[src/hw/rtl/bsc_pkg.sv]
// Package for the bright spot centroid block: sizes, register indexes,
// the frame job passed from the accumulator to the divider, and state codes.
// No dependencies.
`default_nettype none

package bsc_pkg;

  // Largest frame that the position counters and sums are sized for.
  localparam int MAX_WIDTH  = 2048;
  localparam int MAX_HEIGHT = 2048;

  localparam int COL_W   = $clog2(MAX_WIDTH);
  localparam int ROW_W   = $clog2(MAX_HEIGHT);
  localparam longint MAX_PIXELS = longint'(MAX_WIDTH) * longint'(MAX_HEIGHT);
  localparam int COUNT_W = $clog2(MAX_PIXELS + 1);
  localparam int ROW_SUM_W = $clog2(longint'(MAX_HEIGHT - 1) * MAX_PIXELS + 1);
  localparam int COL_SUM_W = $clog2(longint'(MAX_WIDTH - 1) * MAX_PIXELS + 1);
  localparam int SUM_W   = (ROW_SUM_W > COL_SUM_W) ? ROW_SUM_W : COL_SUM_W;

  // Quotient width of the shared divider and its working width.
  localparam int QUO_W   = (ROW_W > COL_W) ? ROW_W : COL_W;
  localparam int DIV_W   = COUNT_W + QUO_W;
  localparam int STEP_W  = $clog2(QUO_W);

  // Colour byte and gray sum widths.
  localparam int BYTE_W     = 8;
  localparam int GRAY_SUM_W = BYTE_W + 2;

  // Configuration port.
  localparam int CFG_INDEX_W = 2;
  localparam int CFG_DATA_W  = 12;
  localparam int CFG_SIZE_W  = 12;

  localparam logic [CFG_SIZE_W-1:0] FRAME_WIDTH_RESET  = 12'd640;
  localparam logic [CFG_SIZE_W-1:0] FRAME_HEIGHT_RESET = 12'd480;
  localparam logic [BYTE_W-1:0]     THRESHOLD_RESET    = 8'd200;

  localparam int QUEUE_DEPTH = 2;
  localparam int QPTR_W      = $clog2(QUEUE_DEPTH);
  localparam int QCNT_W      = $clog2(QUEUE_DEPTH + 1);

  typedef enum logic [CFG_INDEX_W-1:0] {
    CFG_FRAME_WIDTH      = 2'd0,
    CFG_FRAME_HEIGHT     = 2'd1,
    CFG_BRIGHT_THRESHOLD = 2'd2
  } cfg_index_t;

  // Settings as the accumulator uses them.
  typedef struct packed {
    logic [COL_W-1:0]      last_col;
    logic [ROW_W-1:0]      last_row;
    logic [GRAY_SUM_W-1:0] bright_limit;  // gray sum must exceed this
  } frame_cfg_t;

  // Totals of one finished frame.
  typedef struct packed {
    logic [SUM_W-1:0]   row_sum;
    logic [SUM_W-1:0]   col_sum;
    logic [COUNT_W-1:0] total;
  } frame_job_t;

  typedef enum logic [1:0] {
    BK_IDLE,
    BK_ROW,
    BK_COL,
    BK_SEND
  } bk_state_t;

endpackage

`default_nettype wire

[src/hw/rtl/bsc_if.sv]
// Channel interfaces of the bright spot centroid block: pixel input,
// centroid result and configuration write. Depends on bsc_pkg.
`default_nettype none

interface bsc_pix_if import bsc_pkg::*; ();
  logic              valid;
  logic              ready;
  logic              frame_start;
  logic [BYTE_W-1:0] blue_byte;
  logic [BYTE_W-1:0] green_byte;
  logic [BYTE_W-1:0] red_byte;

  modport source (output valid, frame_start, blue_byte, green_byte, red_byte,
                  input ready);
  modport sink   (input valid, frame_start, blue_byte, green_byte, red_byte,
                  output ready);
endinterface

interface bsc_res_if import bsc_pkg::*; ();
  logic               valid;
  logic               ready;
  logic [ROW_W-1:0]   centroid_row;
  logic [COL_W-1:0]   centroid_col;
  logic [COUNT_W-1:0] bright_count;
  logic               found;

  modport source (output valid, centroid_row, centroid_col, bright_count, found,
                  input ready);
  modport sink   (input valid, centroid_row, centroid_col, bright_count, found,
                  output ready);
endinterface

interface bsc_cfg_if import bsc_pkg::*; ();
  logic                   valid;
  logic                   ready;
  logic [CFG_INDEX_W-1:0] index;
  logic [CFG_DATA_W-1:0]  data;

  modport source (output valid, index, data, input ready);
  modport sink   (input valid, index, data, output ready);
endinterface

`default_nettype wire

[src/hw/rtl/bsc_front.sv]
// Pixel accumulator: tracks the raster position, thresholds each pixel and
// sums bright positions; hands a job to the queue at frame end. Uses bsc_pkg.
`default_nettype none

module bsc_front import bsc_pkg::*; (
  input  wire logic       clk,
  input  wire logic       rst_n,
  bsc_pix_if.sink         in_pix,
  input  wire frame_cfg_t cfg,
  input  wire logic       q_full,
  output logic            push,
  output frame_job_t      push_job
);

  logic [COL_W-1:0]   col_r, col_nxt, col_cur;
  logic [ROW_W-1:0]   row_r, row_nxt, row_cur;
  logic [SUM_W-1:0]   row_sum_r, row_sum_nxt, row_sum_base;
  logic [SUM_W-1:0]   col_sum_r, col_sum_nxt, col_sum_base;
  logic [COUNT_W-1:0] total_r, total_nxt, total_base;
  logic [GRAY_SUM_W-1:0] gray_sum;
  logic bright, frame_end, accept;

  // A job can always be queued when a pixel is taken.
  assign in_pix.ready = !q_full;
  assign accept       = in_pix.valid && in_pix.ready;

  always_comb begin
    // A frame start drops whatever partial frame came before.
    col_cur      = in_pix.frame_start ? '0 : col_r;
    row_cur      = in_pix.frame_start ? '0 : row_r;
    row_sum_base = in_pix.frame_start ? '0 : row_sum_r;
    col_sum_base = in_pix.frame_start ? '0 : col_sum_r;
    total_base   = in_pix.frame_start ? '0 : total_r;

    gray_sum = GRAY_SUM_W'(in_pix.blue_byte) + GRAY_SUM_W'(in_pix.green_byte)
             + GRAY_SUM_W'(in_pix.red_byte);
    bright   = gray_sum > cfg.bright_limit;

    row_sum_nxt = row_sum_base + (bright ? SUM_W'(row_cur) : '0);
    col_sum_nxt = col_sum_base + (bright ? SUM_W'(col_cur) : '0);
    total_nxt   = total_base + (bright ? COUNT_W'(1) : '0);

    frame_end = (col_cur >= cfg.last_col) && (row_cur >= cfg.last_row);

    if (col_cur >= cfg.last_col) begin
      col_nxt = '0;
      row_nxt = row_cur + 1'b1;
    end else begin
      col_nxt = col_cur + 1'b1;
      row_nxt = row_cur;
    end

    push              = accept && frame_end;
    push_job.row_sum  = row_sum_nxt;
    push_job.col_sum  = col_sum_nxt;
    push_job.total    = total_nxt;
  end

  always_ff @(posedge clk) begin
    if (!rst_n) begin
      col_r     <= '0;
      row_r     <= '0;
      row_sum_r <= '0;
      col_sum_r <= '0;
      total_r   <= '0;
    end else if (accept) begin
      if (frame_end) begin
        col_r     <= '0;
        row_r     <= '0;
        row_sum_r <= '0;
        col_sum_r <= '0;
        total_r   <= '0;
      end else begin
        col_r     <= col_nxt;
        row_r     <= row_nxt;
        row_sum_r <= row_sum_nxt;
        col_sum_r <= col_sum_nxt;
        total_r   <= total_nxt;
      end
    end
  end

endmodule

`default_nettype wire

[src/hw/rtl/bsc_queue.sv]
// Short job queue between the pixel accumulator and the divider.
// Uses bsc_pkg for the job type and depth.
`default_nettype none

module bsc_queue import bsc_pkg::*; (
  input  wire logic       clk,
  input  wire logic       rst_n,
  input  wire logic       push,
  input  wire frame_job_t push_job,
  output logic            full,
  input  wire logic       pop,
  output frame_job_t      pop_job,
  output logic            not_empty
);

  frame_job_t         entry_r [QUEUE_DEPTH];
  logic [QPTR_W-1:0]  wptr_r, wptr_nxt, rptr_r, rptr_nxt;
  logic [QCNT_W-1:0]  count_r, count_nxt;

  assign full      = count_r == QCNT_W'(QUEUE_DEPTH);
  assign not_empty = count_r != '0;
  assign pop_job   = entry_r[rptr_r];

  always_comb begin
    wptr_nxt  = (wptr_r == QPTR_W'(QUEUE_DEPTH - 1)) ? '0 : wptr_r + 1'b1;
    rptr_nxt  = (rptr_r == QPTR_W'(QUEUE_DEPTH - 1)) ? '0 : rptr_r + 1'b1;
    count_nxt = count_r + QCNT_W'(push) - QCNT_W'(pop);
  end

  always_ff @(posedge clk) begin
    if (push) begin
      entry_r[wptr_r] <= push_job;
    end
  end

  always_ff @(posedge clk) begin
    if (!rst_n) begin
      wptr_r  <= '0;
      rptr_r  <= '0;
      count_r <= '0;
    end else begin
      if (push) wptr_r <= wptr_nxt;
      if (pop)  rptr_r <= rptr_nxt;
      count_r <= count_nxt;
    end
  end

  a_no_push_when_full: assert property (@(posedge clk) disable iff (!rst_n)
    full |-> !push) else $error("job queue written while full");

  a_no_pop_when_empty: assert property (@(posedge clk) disable iff (!rst_n)
    pop |-> not_empty) else $error("job queue read while empty");

  a_count_bounded: assert property (@(posedge clk) disable iff (!rst_n)
    count_r <= QCNT_W'(QUEUE_DEPTH)) else $error("job queue count overrun");

endmodule

`default_nettype wire

[src/hw/rtl/bsc_back.sv]
// Divider and result stage: takes frame jobs from the queue, divides both
// sums by the bright count with one shared restoring divider, and holds the
// result in an output register. Uses bsc_pkg.
`default_nettype none

module bsc_back import bsc_pkg::*; (
  input  wire logic       clk,
  input  wire logic       rst_n,
  input  wire logic       q_valid,
  input  wire frame_job_t q_job,
  output logic            pop,
  bsc_res_if.source       out_res
);

  typedef struct packed {
    logic load_row;
    logic step;
    logic load_col;
    logic finish_col;
    logic send;
  } bk_ctrl_t;

  bk_state_t state_r, state_nxt;
  bk_ctrl_t  ctrl;

  logic [DIV_W-1:0]   rem_r, dsh_r, rem_step, dsh_init;
  logic [QUO_W-1:0]   q_r, q_step, row_q_r, col_q_r;
  logic [STEP_W-1:0]  step_r;
  logic [SUM_W-1:0]   col_sum_r;
  logic [COUNT_W-1:0] total_r;
  logic               ge, step_last, slot_free;

  logic               out_valid_r;
  logic [ROW_W-1:0]   out_row_r;
  logic [COL_W-1:0]   out_col_r;
  logic [COUNT_W-1:0] out_count_r;
  logic               out_found_r;

  assign slot_free = !out_valid_r || out_res.ready;
  assign step_last = step_r == STEP_W'(QUO_W - 1);

  // One quotient bit per cycle, most significant first.
  always_comb begin
    ge       = rem_r >= dsh_r;
    rem_step = ge ? rem_r - dsh_r : rem_r;
    q_step   = {q_r[QUO_W-2:0], ge};
    dsh_init = DIV_W'({total_r, {(QUO_W - 1){1'b0}}});
  end

  always_comb begin
    state_nxt = state_r;
    case (state_r)
      BK_IDLE: if (q_valid)   state_nxt = BK_ROW;
      BK_ROW:  if (step_last) state_nxt = BK_COL;
      BK_COL:  if (step_last) state_nxt = BK_SEND;
      BK_SEND: if (slot_free) state_nxt = BK_IDLE;
      default: state_nxt = BK_IDLE;
    endcase
  end

  always_comb begin
    ctrl = '0;
    case (state_r)
      BK_IDLE: ctrl.load_row = q_valid;
      BK_ROW: begin
        ctrl.step     = !step_last;
        ctrl.load_col = step_last;
      end
      BK_COL: begin
        ctrl.step       = !step_last;
        ctrl.finish_col = step_last;
      end
      BK_SEND: ctrl.send = slot_free;
      default: ctrl = '0;
    endcase
  end

  assign pop = ctrl.load_row;

  always_ff @(posedge clk) begin
    if (!rst_n) begin
      state_r <= BK_IDLE;
    end else begin
      state_r <= state_nxt;
    end
  end

  always_ff @(posedge clk) begin
    if (ctrl.load_row) begin
      rem_r     <= DIV_W'(q_job.row_sum);
      dsh_r     <= DIV_W'({q_job.total, {(QUO_W - 1){1'b0}}});
      col_sum_r <= q_job.col_sum;
      total_r   <= q_job.total;
      q_r       <= '0;
      step_r    <= '0;
    end else if (ctrl.load_col) begin
      row_q_r <= q_step;
      rem_r   <= DIV_W'(col_sum_r);
      dsh_r   <= dsh_init;
      q_r     <= '0;
      step_r  <= '0;
    end else if (ctrl.finish_col) begin
      col_q_r <= q_step;
    end else if (ctrl.step) begin
      rem_r  <= rem_step;
      dsh_r  <= dsh_r >> 1;
      q_r    <= q_step;
      step_r <= step_r + 1'b1;
    end
  end

  // Output register: a zero count forces the centroid to zero.
  always_ff @(posedge clk) begin
    if (ctrl.send) begin
      out_row_r   <= (total_r != '0) ? ROW_W'(row_q_r) : '0;
      out_col_r   <= (total_r != '0) ? COL_W'(col_q_r) : '0;
      out_count_r <= total_r;
      out_found_r <= total_r != '0;
    end
  end

  always_ff @(posedge clk) begin
    if (!rst_n) begin
      out_valid_r <= 1'b0;
    end else if (ctrl.send) begin
      out_valid_r <= 1'b1;
    end else if (out_res.ready) begin
      out_valid_r <= 1'b0;
    end
  end

  assign out_res.valid        = out_valid_r;
  assign out_res.centroid_row = out_row_r;
  assign out_res.centroid_col = out_col_r;
  assign out_res.bright_count = out_count_r;
  assign out_res.found        = out_found_r;

  a_found_matches_count: assert property (@(posedge clk) disable iff (!rst_n)
    out_valid_r |-> (out_found_r == (out_count_r != '0)))
    else $error("found flag disagrees with bright count");

  a_empty_frame_zero: assert property (@(posedge clk) disable iff (!rst_n)
    (out_valid_r && !out_found_r) |-> (out_row_r == '0 && out_col_r == '0))
    else $error("centroid not zero for frame without bright pixels");

  a_pop_only_idle: assert property (@(posedge clk) disable iff (!rst_n)
    pop |=> state_r == BK_ROW) else $error("job taken outside idle state");

  a_send_sets_valid: assert property (@(posedge clk) disable iff (!rst_n)
    ctrl.send |=> out_valid_r) else $error("result lost at output register");

endmodule

`default_nettype wire

[src/hw/rtl/bright_spot_centroid.sv]
// Top level of the bright spot centroid block: configuration registers,
// pixel accumulator, job queue and divider. Uses bsc_pkg, bsc_if, bsc_front,
// bsc_queue and bsc_back.
//
// Use: pixels arrive in raster order on in_pix, one per cycle at most; a set
// frame_start bit marks pixel (0,0) and drops any partial frame. A pixel is
// bright when the truncated mean of its three bytes exceeds the threshold.
// After the last pixel of a frame one result leaves on out_res: the truncated
// mean row and column of the bright pixels, their count and a found flag
// (centroid zero and found clear when no pixel was bright).
// Throughput: one pixel per cycle. The accumulator adds and compares each
// pixel in the cycle it is taken. At frame end the totals go into a two-entry
// queue; the divider then takes one quotient bit per cycle for the row and then
// for the column, and sends the result to the output register.
// in_pix.ready falls only when the queue holds two unfinished frames.
// Stalls: a result waits in the output register while out_res.ready is low;
// the divider can finish the next frame meanwhile, and the queue absorbs
// further frames before the pixel side is held.
// Reset (rst_n, synchronous) restores the register defaults of 640 by 480
// and threshold 200, clears positions, sums, queue and the output valid.
// cfg_wr is always ready; writes to an unused index are ignored.
`default_nettype none

module bright_spot_centroid import bsc_pkg::*; (
  input  wire logic clk,
  input  wire logic rst_n,
  bsc_cfg_if.sink   cfg_wr,
  bsc_pix_if.sink   in_pix,
  bsc_res_if.source out_res
);

  logic [CFG_SIZE_W-1:0] frame_width_r, frame_height_r;
  logic [BYTE_W-1:0]     threshold_r;
  frame_cfg_t            frame_cfg;

  logic       q_full, q_push, q_pop, q_valid;
  frame_job_t push_job, pop_job;

  assign cfg_wr.ready = 1'b1;

  always_ff @(posedge clk) begin
    if (!rst_n) begin
      frame_width_r  <= FRAME_WIDTH_RESET;
      frame_height_r <= FRAME_HEIGHT_RESET;
      threshold_r    <= THRESHOLD_RESET;
    end else if (cfg_wr.valid) begin
      case (cfg_wr.index)
        CFG_FRAME_WIDTH:      frame_width_r  <= cfg_wr.data[CFG_SIZE_W-1:0];
        CFG_FRAME_HEIGHT:     frame_height_r <= cfg_wr.data[CFG_SIZE_W-1:0];
        CFG_BRIGHT_THRESHOLD: threshold_r    <= cfg_wr.data[BYTE_W-1:0];
        default: ;
      endcase
    end
  end

  // Sizes are clamped to one up to the maximum, then turned into last
  // indices. A pixel is bright when the byte sum is at least 3*(t+1),
  // that is when it exceeds 3*t+2, so no division is needed.
  always_comb begin
    if (frame_width_r == '0) begin
      frame_cfg.last_col = '0;
    end else if (32'(frame_width_r) > 32'(MAX_WIDTH)) begin
      frame_cfg.last_col = COL_W'(MAX_WIDTH - 1);
    end else begin
      frame_cfg.last_col = COL_W'(frame_width_r - 1'b1);
    end

    if (frame_height_r == '0) begin
      frame_cfg.last_row = '0;
    end else if (32'(frame_height_r) > 32'(MAX_HEIGHT)) begin
      frame_cfg.last_row = ROW_W'(MAX_HEIGHT - 1);
    end else begin
      frame_cfg.last_row = ROW_W'(frame_height_r - 1'b1);
    end

    frame_cfg.bright_limit = (GRAY_SUM_W'(threshold_r) << 1)
                           + GRAY_SUM_W'(threshold_r) + GRAY_SUM_W'(2);
  end

  bsc_front u_front (
    .clk      (clk),
    .rst_n    (rst_n),
    .in_pix   (in_pix),
    .cfg      (frame_cfg),
    .q_full   (q_full),
    .push     (q_push),
    .push_job (push_job)
  );

  bsc_queue u_queue (
    .clk       (clk),
    .rst_n     (rst_n),
    .push      (q_push),
    .push_job  (push_job),
    .full      (q_full),
    .pop       (q_pop),
    .pop_job   (pop_job),
    .not_empty (q_valid)
  );

  bsc_back u_back (
    .clk     (clk),
    .rst_n   (rst_n),
    .q_valid (q_valid),
    .q_job   (pop_job),
    .pop     (q_pop),
    .out_res (out_res)
  );

  a_limit_tracks_threshold: assert property (@(posedge clk) disable iff (!rst_n)
    frame_cfg.bright_limit == GRAY_SUM_W'(3) * GRAY_SUM_W'(threshold_r)
                              + GRAY_SUM_W'(2))
    else $error("bright limit out of step with threshold");

  a_stall_only_when_full: assert property (@(posedge clk) disable iff (!rst_n)
    !in_pix.ready |-> q_full) else $error("pixel input held without full queue");

  a_last_col_in_range: assert property (@(posedge clk) disable iff (!rst_n)
    32'(frame_cfg.last_col) < 32'(MAX_WIDTH)) else $error("last column beyond maximum");

endmodule

`default_nettype wire
[src/flat_wrapper.sv]
// flat-port wrapper written by rule: the top's interface ports become plain ports
module bright_spot_centroid_flat import bsc_pkg::*;
  (clk, rst_n, cfg_wr_valid, cfg_wr_index, cfg_wr_data, cfg_wr_ready, in_pix_valid, in_pix_frame_start, in_pix_blue_byte, in_pix_green_byte, in_pix_red_byte, in_pix_ready, out_res_valid, out_res_centroid_row, out_res_centroid_col, out_res_bright_count, out_res_found, out_res_ready);
  bsc_cfg_if cfg_wr_i ();
  bsc_pix_if in_pix_i ();
  bsc_res_if out_res_i ();
  input  wire logic clk;
  input  wire logic rst_n;
  input wire logic [$bits(cfg_wr_i.valid)-1:0] cfg_wr_valid;
  input wire logic [$bits(cfg_wr_i.index)-1:0] cfg_wr_index;
  input wire logic [$bits(cfg_wr_i.data)-1:0] cfg_wr_data;
  output wire logic [$bits(cfg_wr_i.ready)-1:0] cfg_wr_ready;
  input wire logic [$bits(in_pix_i.valid)-1:0] in_pix_valid;
  input wire logic [$bits(in_pix_i.frame_start)-1:0] in_pix_frame_start;
  input wire logic [$bits(in_pix_i.blue_byte)-1:0] in_pix_blue_byte;
  input wire logic [$bits(in_pix_i.green_byte)-1:0] in_pix_green_byte;
  input wire logic [$bits(in_pix_i.red_byte)-1:0] in_pix_red_byte;
  output wire logic [$bits(in_pix_i.ready)-1:0] in_pix_ready;
  output wire logic [$bits(out_res_i.valid)-1:0] out_res_valid;
  output wire logic [$bits(out_res_i.centroid_row)-1:0] out_res_centroid_row;
  output wire logic [$bits(out_res_i.centroid_col)-1:0] out_res_centroid_col;
  output wire logic [$bits(out_res_i.bright_count)-1:0] out_res_bright_count;
  output wire logic [$bits(out_res_i.found)-1:0] out_res_found;
  input wire logic [$bits(out_res_i.ready)-1:0] out_res_ready;
  assign cfg_wr_i.valid = cfg_wr_valid;
  assign cfg_wr_i.index = cfg_wr_index;
  assign cfg_wr_i.data = cfg_wr_data;
  assign cfg_wr_ready = cfg_wr_i.ready;
  assign in_pix_i.valid = in_pix_valid;
  assign in_pix_i.frame_start = in_pix_frame_start;
  assign in_pix_i.blue_byte = in_pix_blue_byte;
  assign in_pix_i.green_byte = in_pix_green_byte;
  assign in_pix_i.red_byte = in_pix_red_byte;
  assign in_pix_ready = in_pix_i.ready;
  assign out_res_valid = out_res_i.valid;
  assign out_res_centroid_row = out_res_i.centroid_row;
  assign out_res_centroid_col = out_res_i.centroid_col;
  assign out_res_bright_count = out_res_i.bright_count;
  assign out_res_found = out_res_i.found;
  assign out_res_i.ready = out_res_ready;
  bright_spot_centroid u_core (.clk(clk), .rst_n(rst_n), .cfg_wr(cfg_wr_i), .in_pix(in_pix_i), .out_res(out_res_i));
endmodule
[config.mk]
export PLATFORM = sky130hd
export DESIGN_NAME = bright_spot_centroid_flat
export DESIGN_NICKNAME = d
export VERILOG_FILES = /design/src/hw/rtl/bsc_pkg.sv /design/src/hw/rtl/bsc_if.sv /design/src/hw/rtl/bsc_front.sv /design/src/hw/rtl/bsc_queue.sv /design/src/hw/rtl/bsc_back.sv /design/src/hw/rtl/bright_spot_centroid.sv /design/src/flat_wrapper.sv
export SDC_FILE = /design/constraint.sdc
export NUM_CORES = 1
export LEC_CHECK = 0
export CAP_MARGIN = 20
export CORE_MARGIN = 1.5
export CORE_UTILIZATION = 42
export DETAILED_ROUTE_END_ITERATION = 10
export DONT_BUFFER_PORTS = 1
export PLACE_DENSITY = 0.62
export SYNTH_ARGS = -nofsm -noshare
export SYNTH_HDL_FRONTEND = slang
export SYNTH_SLANG_ARGS = --single-unit
[constraint.sdc]
create_clock -name clk -period 9.65 [get_ports clk]
set_input_delay 0 -clock clk [delete_from_list [all_inputs] [get_ports clk]]
set_output_delay 0 -clock clk [all_outputs]
set_load 0.005 [all_outputs]
=== Yosys cells after proc, flatten, opt, wreduce, memory -nomap -nowiden ===
Memory sizes are Yosys's and may differ from the RTL's. A register that Yosys moved wholly into a read port is not among the register bits.
Cells that the tools add are included.

* Flip-flop bits (word level): 355
* Bits in writable memories: 178
* Bits of input ports: 44
* Output and inout port bits: 49
* Logic and storage cells: 140
* Memories kept: 1

{| class="wikitable"
|+ Memory list
! name !! depth !! width !! read ports !! clocked after Yosys merged registers in !! wr ports !! line !! source
|-
| u_core.u_queue.entry_r || 2 || 89 || 1 || 1 || 1 || bsc_queue.sv:16 || <nowiki>frame_job_t entry_r [QUEUE_DEPTH];</nowiki>
|}

* Add/subtract/negate cells: 17
* $lt $le $gt $ge: 6
* Equality and inequality tests: 12
* Multiplexer cells: 46
* Bitwise gates (word level): 3
* Reductions and logical operators: 28

{| class="wikitable"
|+ Operators with widths
! cell !! count
|-
| 33-bit 2-to-1 mux || 13
|-
| 11-bit 2-to-1 mux || 12
|-
| 33-bit by 11-bit adder with 33-bit output || 2
|-
| 23-bit 2-to-1 mux || 2
|-
| 34-bit by 33-bit greater-or-equal comparator with 1-bit output || 1
|-
| 34-bit by 33-bit subtractor with 34-bit output || 1
|-
| 12-bit greater-than comparator (second input constant) || 2
|-
| 12-bit logical NOT || 2
|-
| 23-bit by 1-bit adder with 23-bit output || 1
|-
| 23-bit nonzero test || 1
|-
| 11-bit by 1-bit adder with 11-bit output (second input constant) || 2
|-
| 11-bit greater-or-equal comparator || 2
|-
| 11-bit by 1-bit subtractor with 11-bit output (second input constant) || 2
|-
| 9-bit by 8-bit adder with 10-bit output || 2
|-
| 1-bit 2-to-1 mux || 14
|-
| 2-bit AND reduction || 6
|-
| 10-bit by 2-bit adder with 10-bit output (second input constant) || 1
|-
| 10-bit greater-than comparator || 1
|-
| 8-bit by 8-bit adder with 9-bit output || 1
|-
| 3-bit AND reduction || 3
|-
| 2-bit equality test (second input constant) || 4
|-
| 2-bit 2-to-1 mux || 4
|-
| 2-bit inequality test (second input constant) || 4
|-
| 2-bit case mux with 4 select lines || 1
|-
| 16 further kinds || 28
|}

=== Depth between registers and ports, before layout ===
* Word-level depth: 8
* Mapped depth: 30
* Mapped depth without buffers: 28

=== By module ===
Synthesis repeated with hierarchy kept, for this count alone.

* Cells, all modules: 2603
* Area total of the unflattened synthesis: 27589.0 um^2

{| class="wikitable"
|+ By module, submodules not included
! module !! instances !! cells an instance !! area each (um^2) !! seq. area each (um^2)
|-
| bsc_back || 1 || 840 || 9684.3 || 5965.7
|-
| bsc_front || 1 || 1205 || 9156.3 || 2222.1
|-
| bsc_queue || 1 || 298 || 6681.4 || 5445.2
|-
| bright_spot_centroid || 1 || 260 || 2067.0 || 640.6
|}

=== Worst setup path before layout ===
Ideal clock, no wire load.

* Path type: register to register
* From: register u_core.frame_width_r[4]
* To: memory u_core.u_queue.entry_r[0][0] in the netlist's numbering (enable)
* Library setup time: 537 ps
* Arrival time: 6565 ps
* Data required time: 9113 ps
* Path slack: 2547 ps
* Cell stages (with the launch flop): 16
* Path buffers: 1
* Clock period less this slack: 7103 ps
* Path through: dfxtp_1 or4_1 nor3_1 and4b_1 nand2_1 o21a_1 ha_1 nand2b_1 a21o_1 a21oi_2 o21ai_2 a221oi_4 nor2_2 buf_6 nand2_1 nor2_1

* Cells in the longest elaborated chain, start to end: 8
* Elaborated cells on any way between the ends: 10
* Classes of those cells: add/sub (1); order compare (2); mux (4); reduce/logical (3)

{| class="wikitable"
|+ RTL lines
! element !! line !! source
|-
| start, declared || bright_spot_centroid.sv:32 || <nowiki>logic [CFG_SIZE_W-1:0] frame_width_r, frame_height_r;</nowiki>
|-
| start signal, assigned || bright_spot_centroid.sv:48 || <nowiki>CFG_FRAME_WIDTH: frame_width_r <= cfg_wr.data[CFG_SIZE_W-1:0];</nowiki>
|-
| 11-bit by 1-bit subtractor with 11-bit output / 12-bit greater-than comparator (equally long branches) || bright_spot_centroid.sv:65, bright_spot_centroid.sv:62 ||
|-
| 11-bit 2-to-1 mux || bright_spot_centroid.sv:62 || <nowiki>end else if (32'(frame_width_r) > 32'(MAX_WIDTH)) begin</nowiki>
|-
| 11-bit 2-to-1 mux * || bright_spot_centroid.sv:60 || <nowiki>if (frame_width_r == '0) begin</nowiki>
|-
| 11-bit greater-or-equal comparator * || bsc_front.sv:43 || <nowiki>frame_end = (col_cur >= cfg.last_col) && (row_cur >= cfg.last_row);</nowiki>
|-
| 1-bit logical AND * || bsc_front.sv:43 ||
|-
| 1-bit logical AND * || bsc_front.sv:53 || <nowiki>push = accept && frame_end;</nowiki>
|-
| 1-bit 2-to-1 mux * || bsc_queue.sv:31 || <nowiki>if (push) begin</nowiki>
|-
| 1-bit 2-to-1 mux (not written as such) * || bsc_queue.sv:32 || <nowiki>entry_r[wptr_r] <= push_job;</nowiki>
|-
| end, declared || bsc_queue.sv:16 ||
|}

Mark *: on every way between the ends. The rest lies on a longest branch, timed or not.

=== Worst setup path in the final report ===
* From: register u_core.threshold_r[0]
* To: register u_core.u_front.col_sum_r[30]

* Cells in the longest elaborated chain, start to end: 6

{| class="wikitable"
|+ RTL lines
! element !! line !! source
|-
| start, declared || bright_spot_centroid.sv:33 || <nowiki>logic [BYTE_W-1:0] threshold_r;</nowiki>
|-
| start signal, assigned || bright_spot_centroid.sv:50 || <nowiki>CFG_BRIGHT_THRESHOLD: threshold_r <= cfg_wr.data[BYTE_W-1:0];</nowiki>
|-
| 9-bit by 8-bit adder with 10-bit output || bright_spot_centroid.sv:77 || <nowiki>+ GRAY_SUM_W'(threshold_r) + GRAY_SUM_W'(2);</nowiki>
|-
| 10-bit by 2-bit adder with 10-bit output || bright_spot_centroid.sv:77 ||
|-
| 10-bit greater-than comparator || bsc_front.sv:37 || <nowiki>bright = gray_sum > cfg.bright_limit;</nowiki>
|-
| 11-bit 2-to-1 mux || bsc_front.sv:40 || <nowiki>col_sum_nxt = col_sum_base + (bright ? SUM_W'(col_cur) : '0);</nowiki>
|-
| 33-bit by 11-bit adder with 33-bit output || bsc_front.sv:40 ||
|-
| 33-bit 2-to-1 mux || bsc_front.sv:67 || <nowiki>if (frame_end) begin</nowiki>
|-
| end signal, assigned || bsc_front.sv:77 || <nowiki>col_sum_r <= col_sum_nxt;</nowiki>
|-
| end, declared || bsc_front.sv:18 || <nowiki>logic [SUM_W-1:0] col_sum_r, col_sum_nxt, col_sum_base;</nowiki>
|}

No other way between the ends.
A chain may end at the register's enable or synchronous reset.

==> metrics <==
Max VDD drop=148 uV; Seq cells post-synth=534; vias in the first global route=18300; first-pass GRT wire length=~100000 um; Syn Area/Cell=approximately 11 um^2; total power=approximately 6.2 mW; Worst EP arrival=slightly below 7 ns; Final ANT Viol Nets=0; Via Count=18800; Synth Net Count=approximately 2700; Crit Reg-Reg Endpoint=u_core.u_front.col_sum_r[30]; critical path class=reg2reg; WHS Endpoint=u_core.u_queue.entry_r[0][33]; Worst Tran Pin Value=just over 1 ns; reg2reg path depth=27; latest clock arrival within the worst-skew pair=approximately 0.63 ns; fin nets=~2700; crit path max fanout=23; predominant post-synthesis flop cell=edfxtp_1; Initial Utilization=0.424; Via density=around 5.6; Pre-antenna DRT Iters=5; Min-Delay Path Class=in2reg; slew margin rel.=0.325; Clock Skew=0.0342 ns; power per standard cell area=~210 nW/um^2; die area=around 65000 um^2; Hold Crit Depth=3; GRT Total Usage=0.195; Mapped Cells=2498; Async SR Flop Fraction=0; Peak Freq=0.161 GHz; Final Hold Viols=0; CTS tree=yes; clk root buf=clkbuf_16; Die H=~260 um; layout cells sized above 1=0.0833; total negative setup slack=0 ns; grt met1 use=0.269; Fin Hold WS=approximately 0.036 ns; CP Capture Type=flop; total gr overflow=0; Post-CTS Resized=0; DIE WIDTH=around 260 um; Reg clk slew, reported paths=0.06 ns; Buf+Inv Stages, Crit Path=4; CTS Buffer Depth=3; unrepaired setup endpoints after global routing=no; met2 usage=0.313; period utilization=0.645; synthesized area=26800 um^2; largest net degree at the start of global routing=76; routing usage on met3=0.0290; Max Cap Violations=0; startpoint types=flop; Req. time, crit path=about 10 ns; CP delay by family, top=compound AO/OA/AOI/OAI gates; final core utilization=0.474; detail-routed net length per standard cell=about 19 um; Worst setup startpoint=u_core.threshold_r[0]; reg2reg setup slack=about 3.4 ns; clock sinks=~530; Unique masters post-synth=94; Detail Placement HPWL=43800 um; Syn-to-layout area delta=11.6%; status=complete, no violations; Core Region=between 60000 and 70000 um^2; Seq/Total Area, Yosys=0.533; initial antenna violation count=2; fill count=5737; Final min period=6.22 ns; hold_sp=in_pix_frame_start; DRC viols=0; max-slew violation count=0; routability cong.=about 0.87; slowest CP cell=o21ai_2; CP max stage delay=about 0.72 ns; n_diodes=0; RR Startpoint=u_core.threshold_r[0]; DRT iter0 DRCs=approximately 1300; io pins=between 90 and 100; port buffer count=0; P_leak=approximately 10 nW; total CTS buffers=between 50 and 60; # setup viols final=0; # rows=92; H-Tree Depth=2; yosys warns=0; Top Usage Layer GRT=met2; final WL=about 65000 um; Post-synth EDFFs=358; setup bufs post-CTS=0
==> power breakdown <==
| group | total [mW] | switching, mW | internal, mW | leakage (nW) |
|---|---|---|---|---|
| sequential | 2.69 | 0.0732 | 2.61 | 4.35 |
| clock | 2.22 | 0.905 | 1.32 | 0.925 |
| combinational | 1.28 | 0.777 | 0.506 | 5.13 |
| total | 6.19 | 1.76 | 4.44 | 10.4 |
==> area by class of cell <==
type	instances	area, um^2	share of cell area
clock buffer	69	1500	0.0503
clock inverter	34	394	0.0132
inverter	93	353	0.0118
multi-input combinational	1757	11700	0.393
sequential	534	14300	0.478
tap	846	1060	0.0354
timing repair buffer	59	553	0.0185
==> metrics by stage <==
stage,area (um^2),setup WS (ns),std cells
floorplan,26800,2.55,2498
global placement,27600,3.34,3254
detailed placement,27600,3.16,3255
CTS,29900,3.44,3391
global route,29900,3.02,3392
finish,29900,3.43,3392
==> synth_stat cells (56+ instances only) <==
cell,count,area [um^2]
nor2_1,188,706
clkbuf_1,79,297
inv_1,92,345
xor2_1,56,490
mux2_2,56,631
nand2_1,260,976
edfxtp_1,358,10800
ha_1,124,1550
dfxtp_1,176,3520
nor2b_1,124,776
xnor2_1,80,701
a21oi_1,204,1020
o21ai_0,90,450
nand3_1,88,440
==> timing repair <==
action / CTS / global route
hold endpoints to repair: 225 / 0
hold buffers: 33 / 0
setup endpoints to repair: 0 / 0
==> cells by family after synthesis <==
group	Yosys count	synth area share
compound gates	521	0.126
xor+xnor	136	0.0445
fa+ha+maj	139	0.0684
buf+inv	207	0.0301
flops	534	0.533
mux	93	0.0374
other cells	1	0.000140
simple gates	867	0.161
==> worst register-to-register path, stage by stage (launching register included) <==
cell	delay, ns
dfxtp_1	0.39
inv_1	0.06
ha_1	0.19
inv_1	0.05
ha_1	0.16
inv_1	0.06
fa_1	0.40
inv_1	0.07
a21oi_1	0.06
o21bai_1	0.21
a21o_1	0.15
a21oi_1	0.07
xor2_1	0.15
ha_1	0.30
a211o_1	0.27
o21ai_2	0.72
nor2_1	0.16
ha_1	0.27
fa_1	0.40
a21o_1	0.18
a21oi_1	0.25
o21ai_0	0.17
nand3_1	0.21
nand2_1	0.31
nand2_1	0.23
nor2_1	0.10
or3b_1	0.38
a31oi_1	0.16
==> cell usage in the layout (no fill, tap or decap), types with 16 or more instances in the layout <==
master,n
xnor2_1,80
edfxtp_1,358
nor2b_1,123
dfxtp_1,175
a21o_1,33
inv_1,90
a31oi_1,17
o21ai_0,90
ha_1,124
nand2_1,258
clkinv_1,16
dlygate4sd3_1,32
a211oi_1,20
nor2_1,187
xor2_1,56
clkbuf_16,57
mux2i_1,37
and3_1,39
mux2_2,56
a221oi_1,27
a21oi_1,203
buf_4,24
nand3_1,88
nor3_1,32
nand4_1,25
or3_1,21
==> sequential cells by signal, summed over array words and instances (netlist names), 2 cells and up, named ones only <==
name                                count
u_core.u_back.q_r                      10
u_core.u_back.state_r                   2
u_core.frame_width_r                   12
u_core.u_front.col_sum_r               33
u_core.threshold_r                      8
u_core.u_front.total_r                 23
u_core.frame_height_r                  12
u_core.u_back.col_q_r                  11
u_core.u_queue.entry_r                178
u_core.u_back.col_sum_r                33
u_core.u_back.step_r                    4
u_core.u_back.total_r                  23
u_core.u_queue.count_r                  2
u_core.u_back.row_q_r                  11
u_core.u_back.rem_r                    34
u_core.u_back.out_res.centroid_col     11
u_core.u_back.out_res.bright_count     23
u_core.u_back.out_res.centroid_row     11
u_core.u_back.dsh_r                    33
u_core.u_front.row_sum_r               33
u_core.u_front.col_r                   11
u_core.u_front.row_r                   11
==> worst max path at each step <==
stage | end | slack (ns) | cells past startpoint
floorplan | u_core.u_queue.entry_r[0][0] | 2.55 | 15
global placement | u_core.u_front.col_sum_r[30] | 3.34 | 28
detailed placement | u_core.u_front.col_sum_r[30] | 3.16 | 28
CTS | u_core.u_front.col_sum_r[30] | 3.44 | 27
global route | u_core.u_front.col_sum_r[30] | 3.02 | 27
finish | u_core.u_front.col_sum_r[30] | 3.43 | 27
==> per-layer routing <==
layer / wire length (um) / part of all wire / vias up
li1: - / - / 9059
met1: 29400 / 0.45 / 9108
met3: 3790 / 0.059 / 125
met4: 1990 / 0.031 / 2
met2: 29500 / 0.46 / 548
met5: 11 / 0.00017 / -
No activity file was read; power rests on OpenSTA's default activity.
